$ cat config.mk
export PLATFORM = sky130hd
export DESIGN_NAME = iwr_cell
export DESIGN_NICKNAME = d
export VERILOG_FILES = /design/src/sv/iwr_pkg.sv /design/src/sv/iwr_cell.sv
export SDC_FILE = /design/constraint.sdc
export NUM_CORES = 1
export LEC_CHECK = 0
export ABC_AREA = 1
export BUFFER_PORTS_ARGS = -buffer_cell sky130_fd_sc_hd__buf_2
export CORE_MARGIN = 3
export CORE_UTILIZATION = 42
export DETAILED_ROUTE_END_ITERATION = 10
export HOLD_SLACK_MARGIN = 0.02
export PLACE_DENSITY_LB_ADDON = 0.3
export SKIP_LAST_GASP = 1
export SLEW_MARGIN = 40
export SYNTH_ARGS = -nofsm -noshare
export SYNTH_HDL_FRONTEND = slang
export SYNTH_SLANG_ARGS = --single-unit
export TNS_END_PERCENT = 5
$ cat constraint.sdc
create_clock -name clock -period 2.28 [get_ports clock]
set_clock_uncertainty 0.1 [all_clocks]
set_input_delay 0 -clock clock [delete_from_list [all_inputs] [get_ports clock]]
set_output_delay 0 -clock clock [all_outputs]
set_load 0.03 [all_outputs]
$ cat src/sv/iwr_pkg.sv
// Shared types and constants for the instruction window ring.
// No dependencies; imported by iwr_cell and instruction_window_ring.
`default_nettype none

package iwr_pkg;

   localparam int DEPTH_DEF        = 128;
   localparam int RETIRE_WIDTH_DEF = 4;
   localparam int ADDR_W_DEF       = 48;

   localparam int OP_W      = 2;
   localparam int CSR_W     = 4;
   localparam int RETIRED_W = 3;
   localparam int OCC_W     = 8;

   localparam logic [CSR_W-1:0] CSR_RESET = 4'd6;

   typedef enum logic [OP_W-1:0] {
      OP_INSERT    = 2'd0,
      OP_RETIRE    = 2'd1,
      OP_SET_READY = 2'd2
   } iwr_op_type;

   // per-cycle command broadcast along the cell chain
   typedef struct packed {
      logic insert;
      logic ready_now;
      logic shift;
      logic mark;
   } iwr_cell_ctl_type;

endpackage

`default_nettype wire

$ cat src/sv/iwr_cell.sv
// One window entry: ready bit and address, shifted toward the tail on retire.
// Depends on iwr_pkg.
`default_nettype none

module iwr_cell #(
   parameter int ADDR_W = iwr_pkg::ADDR_W_DEF,
   parameter int CNT_W  = 8,
   parameter int INDEX  = 0
) (
   input  wire                            clock,
   input  iwr_pkg::iwr_cell_ctl_type      ctl,
   input  wire  [CNT_W-1:0]               count,
   input  wire  [ADDR_W-1:0]              keep_mask,
   input  wire  [ADDR_W-1:0]              in_address,
   input  wire                            up_ready,
   input  wire  [ADDR_W-1:0]              up_address,
   output logic                           ready_q,
   output logic [ADDR_W-1:0]              address_q
);
   import iwr_pkg::*;

   localparam logic [CNT_W-1:0] MY_IDX = CNT_W'(INDEX);

   logic              ready_ff, ready_in;
   logic [ADDR_W-1:0] address_ff, address_in;
   logic              occupied;
   logic              match;

   assign occupied = MY_IDX < count;
   assign match    = (address_ff & keep_mask) == (in_address & keep_mask);

   always_comb begin
      ready_in   = ready_ff;
      address_in = address_ff;
      if (ctl.shift) begin
         ready_in   = up_ready;
         address_in = up_address;
      end else if (ctl.insert && count == MY_IDX) begin
         ready_in   = ctl.ready_now;
         address_in = in_address;
      end else if (ctl.mark && occupied && match) begin
         ready_in = 1'b1;
      end
   end

   always_ff @(posedge clock) begin
      ready_ff   <= ready_in;
      address_ff <= address_in;
   end

   assign ready_q   = ready_ff;
   assign address_q = address_ff;

endmodule

`default_nettype wire

==> results by group <==
Placed design
  • Port Buffers: ~210
  • Detailed placer's ending HPWL: 7.61 mm
  • Cell count after placement: ~730
  • Placed instance area: ~0.0042 sq mm
  • Routability cong.: ~0.85

Cells and area
  • Share of cells above drive strength 1: between 30% and 40%
  • Layout Nets: 894
  • Fin cells: between 800 and 900
  • Fin area: between 0.005 and 0.006 sq mm
  • Area Growth Syn to Fin: 71.6%
  • Ant. Diodes: 0

Timing
  • Final setup violating endpoints: 0
  • Setup total negative slack: 0 ns
  • Worst Hold Slack: between 0.15 and 0.2 ns
  • Post-layout minimum cycle time: between 1.5 and 2 ns
  • FMAX: 610 MHz
  • Crit share post-route: between 70% and 80%
  • Relative slew margins: a little under three quarters
  • Least-Margin Pin Slew: between 0.4 and 0.5 ns
  • RSZ-0062 raised after global routing: no
  • Fin. max-slew vios: 0
  • Final hold violation count: 0

Global route
  • Grt total ovfl: 0
  • Met1 Track Usage GR: about 28%
  • First-pass GRT wire length: between 15 and 20 mm
  • Most Used Layer, Global Route: met2
  • Met2 usage: 48.9%
  • Vias in the first global route: between 3000 and 4000
  • Largest net degree at the start of global routing: 43
  • Initial antenna violation count: 0
  • GRT Total Usage: 26.1%
  • Grt met3 use: 6.13%

Clock network
  • Clk_lat worst skew: ~0.3 ns
  • Total CTS buffers: 5
  • H-tree depth: 2
  • CTS root buf: clkbuf_8
  • CTS tree: yes
  • Clk sink count: between 40 and 50
  • Buffer depth of the longest clock path: 2
  • Post-CTS Setup Inserts: 0
  • Reg clk slew, reported paths: 0.09 ns

Worst setup path
  • CP dominant cell by count: nand2_1
  • Top cell family by delay on the critical path: simple AND/OR/NAND/NOR gates
  • CP Buf/Inv Count: 0
  • Critical path fanouts, max: 3
  • Critical Path End Type: flop
  • CP cell instances: or2_1 > nand3_1 > nand2_1 > nor2_1 > nand2_1 > nor2_1 > nand3_1 > nand2_1
  • CP Launch Point: address_q[34]
  • CP arrival: about 1.6 ns
  • CP Launch Type: flop
  • WS Path Type: reg2reg
  • Reg-to-Reg Start: address_q[34]
  • Critical Path RT: around 2.2 ns
  • Worst path max stage delay: between 0.4 and 0.5 ns
  • CP max-delay cell: edfxtp_1

Synthesis
  • Top-area cell type share of the netlist area: 47.8%
  • Most frequent cell after synthesis: nand2_1
  • Synthesized flop and latch total: between 40 and 50
  • Synth area leader: edfxtp_1
  • Top cells by area, synth: edfxtp_1, nand2_1, nand3_1, inv_1, or2_1
  • Seq/Total Area, Yosys: 47.8%
  • Distinct cells, synth: 15
  • Synth warn: 0
  • Top FF cell, synth: edfxtp_1
  • Syn_nets: 589
  • Mean Syn Cell Area: between 7 and 8 sq um
  • Syn Std Cell Area: a little over 0.003 sq mm
  • Number of synthesized flops with an enable pin: 49
  • Async SR Flop Fraction: 0%
  • Top cells by count, synth: nand2_1, edfxtp_1, nand3_1
  • Post-synthesis cell count: roughly 430

Route
  • Vias per cell: 4.75
  • Antenna Nets Post-Route: 0
  • DRT Pass-1 Iters: 4
  • Final WL: between 10 and 15 mm
  • Drt drc: 0
  • Drt initial violations: between 200 and 250
  • Vias after detailed routing: about 4000
  • Routed len/inst: around 13 um

Pwr
  • Pleak: about 2.8 nW
  • Worst-case vdd ir drop: 0.269 mV
  • Power per cell area: 476 mW/mm^2
  • Pwr Total: roughly 2.5 mW

Run
  • Max_cap viols: 0

Worst hold path
  • HP Class: in2reg
  • Hold wc startpoint: ctl[0]

Die
  • Area of the core: 0.00694 sq mm
  • Chip width: between 90 and 100 um
  • Die Area: 0.00839 sq mm
  • Initial Util: about 44%
  • Top-level port count: between 200 and 250
  • Row count: 30
  • Die height: 91.6 um

Outcome
  • Status: finished clean
[stage by stage]
step	setup WS (ns)	utilization, %
2_1_floorplan	0.292	-
3_3_place_gp	0.688	60.7
3_5_place_dp	0.670	60.7
4_1_cts	0.654	75.9
5_1_grt	0.560	76.0
6_report	0.639	76.0
[layer usage]
| layer | vias up | routed length (um) |
|---|---|---|
| li1 | 1972 | - |
| met3 | 33 | 829 |
| met4 | 0 | 298 |
| met5 | - | 0 |
| met2 | 189 | 5940 |
| met1 | 1764 | 4120 |
[cell type report]
class                      count  area (sq um)
timing repair buffer         309          2050
clock inverter                 3          12.5
tap                           96           120
clock buffer                   5          68.8
sequential                    49          1470
inverter                      46           173
multi-input combinational    325          1380
fill                         502          1670
[path summary, 6_finish.rpt]
check | end | slack, ns | cells after the start
max reg2reg | ready_q | 0.64 | 8
min reg2reg | ready_q | 0.86 | 6
max | ready_q | 0.64 | 8
min | ready_q | 0.19 | 7
[power by group]
part           total (mW)  internal (mW)  switching, mW
logic               0.864          0.396          0.469
clock network       0.498          0.208          0.291
registers            1.15           1.09         0.0590
[flip-flops by register name, summed over array words and instances (netlist names)]
signal / count
ready_q: 1
address_q: 48
[placed cells by master, fill, tap and decap left out]
| cell type | count |
|---|---|
| or2_1 | 21 |
| buf_4 | 5 |
| o21ai_0 | 11 |
| inv_2 | 3 |
| nand2_2 | 1 |
| a21oi_1 | 1 |
| nand3_1 | 44 |
| buf_2 | 206 |
| inv_1 | 43 |
| clkbuf_8 | 5 |
| dlygate4sd3_1 | 98 |
| clkinv_2 | 1 |
| o21ai_1 | 15 |
| nand2_1 | 199 |
| nor2_1 | 29 |
| nand3_2 | 2 |
| o21a_1 | 1 |
| clkinv_1 | 2 |
| edfxtp_1 | 49 |
| nand3b_1 | 1 |
[logic make-up (layout without fill, tap and decap cells)]
family | Yosys count | after routing | synth area share, %
AOI/OAI and AO/OA | 28 | 28 | 4.64
buffers and inverters | 57 | 363 | 7.24
DFF | 49 | 49 | 47.8
and+or+nand+nor | 297 | 297 | 40.3
[tightest hold or removal path, stage by stage]
cell and delay, ns:
buf_2 0.10, inv_1 0.04, nor2_1 0.04, nand3_1 0.08, nor2_1 0.05, nand3_1 0.07, nand2_1 0.05
[repair_timing]
action	in CTS	in global routing
endpoints found under the hold margin	49	1
resized for setup	0	0
hold buffers	97	1
Note: power is estimated with default switching activity, not from simulation.
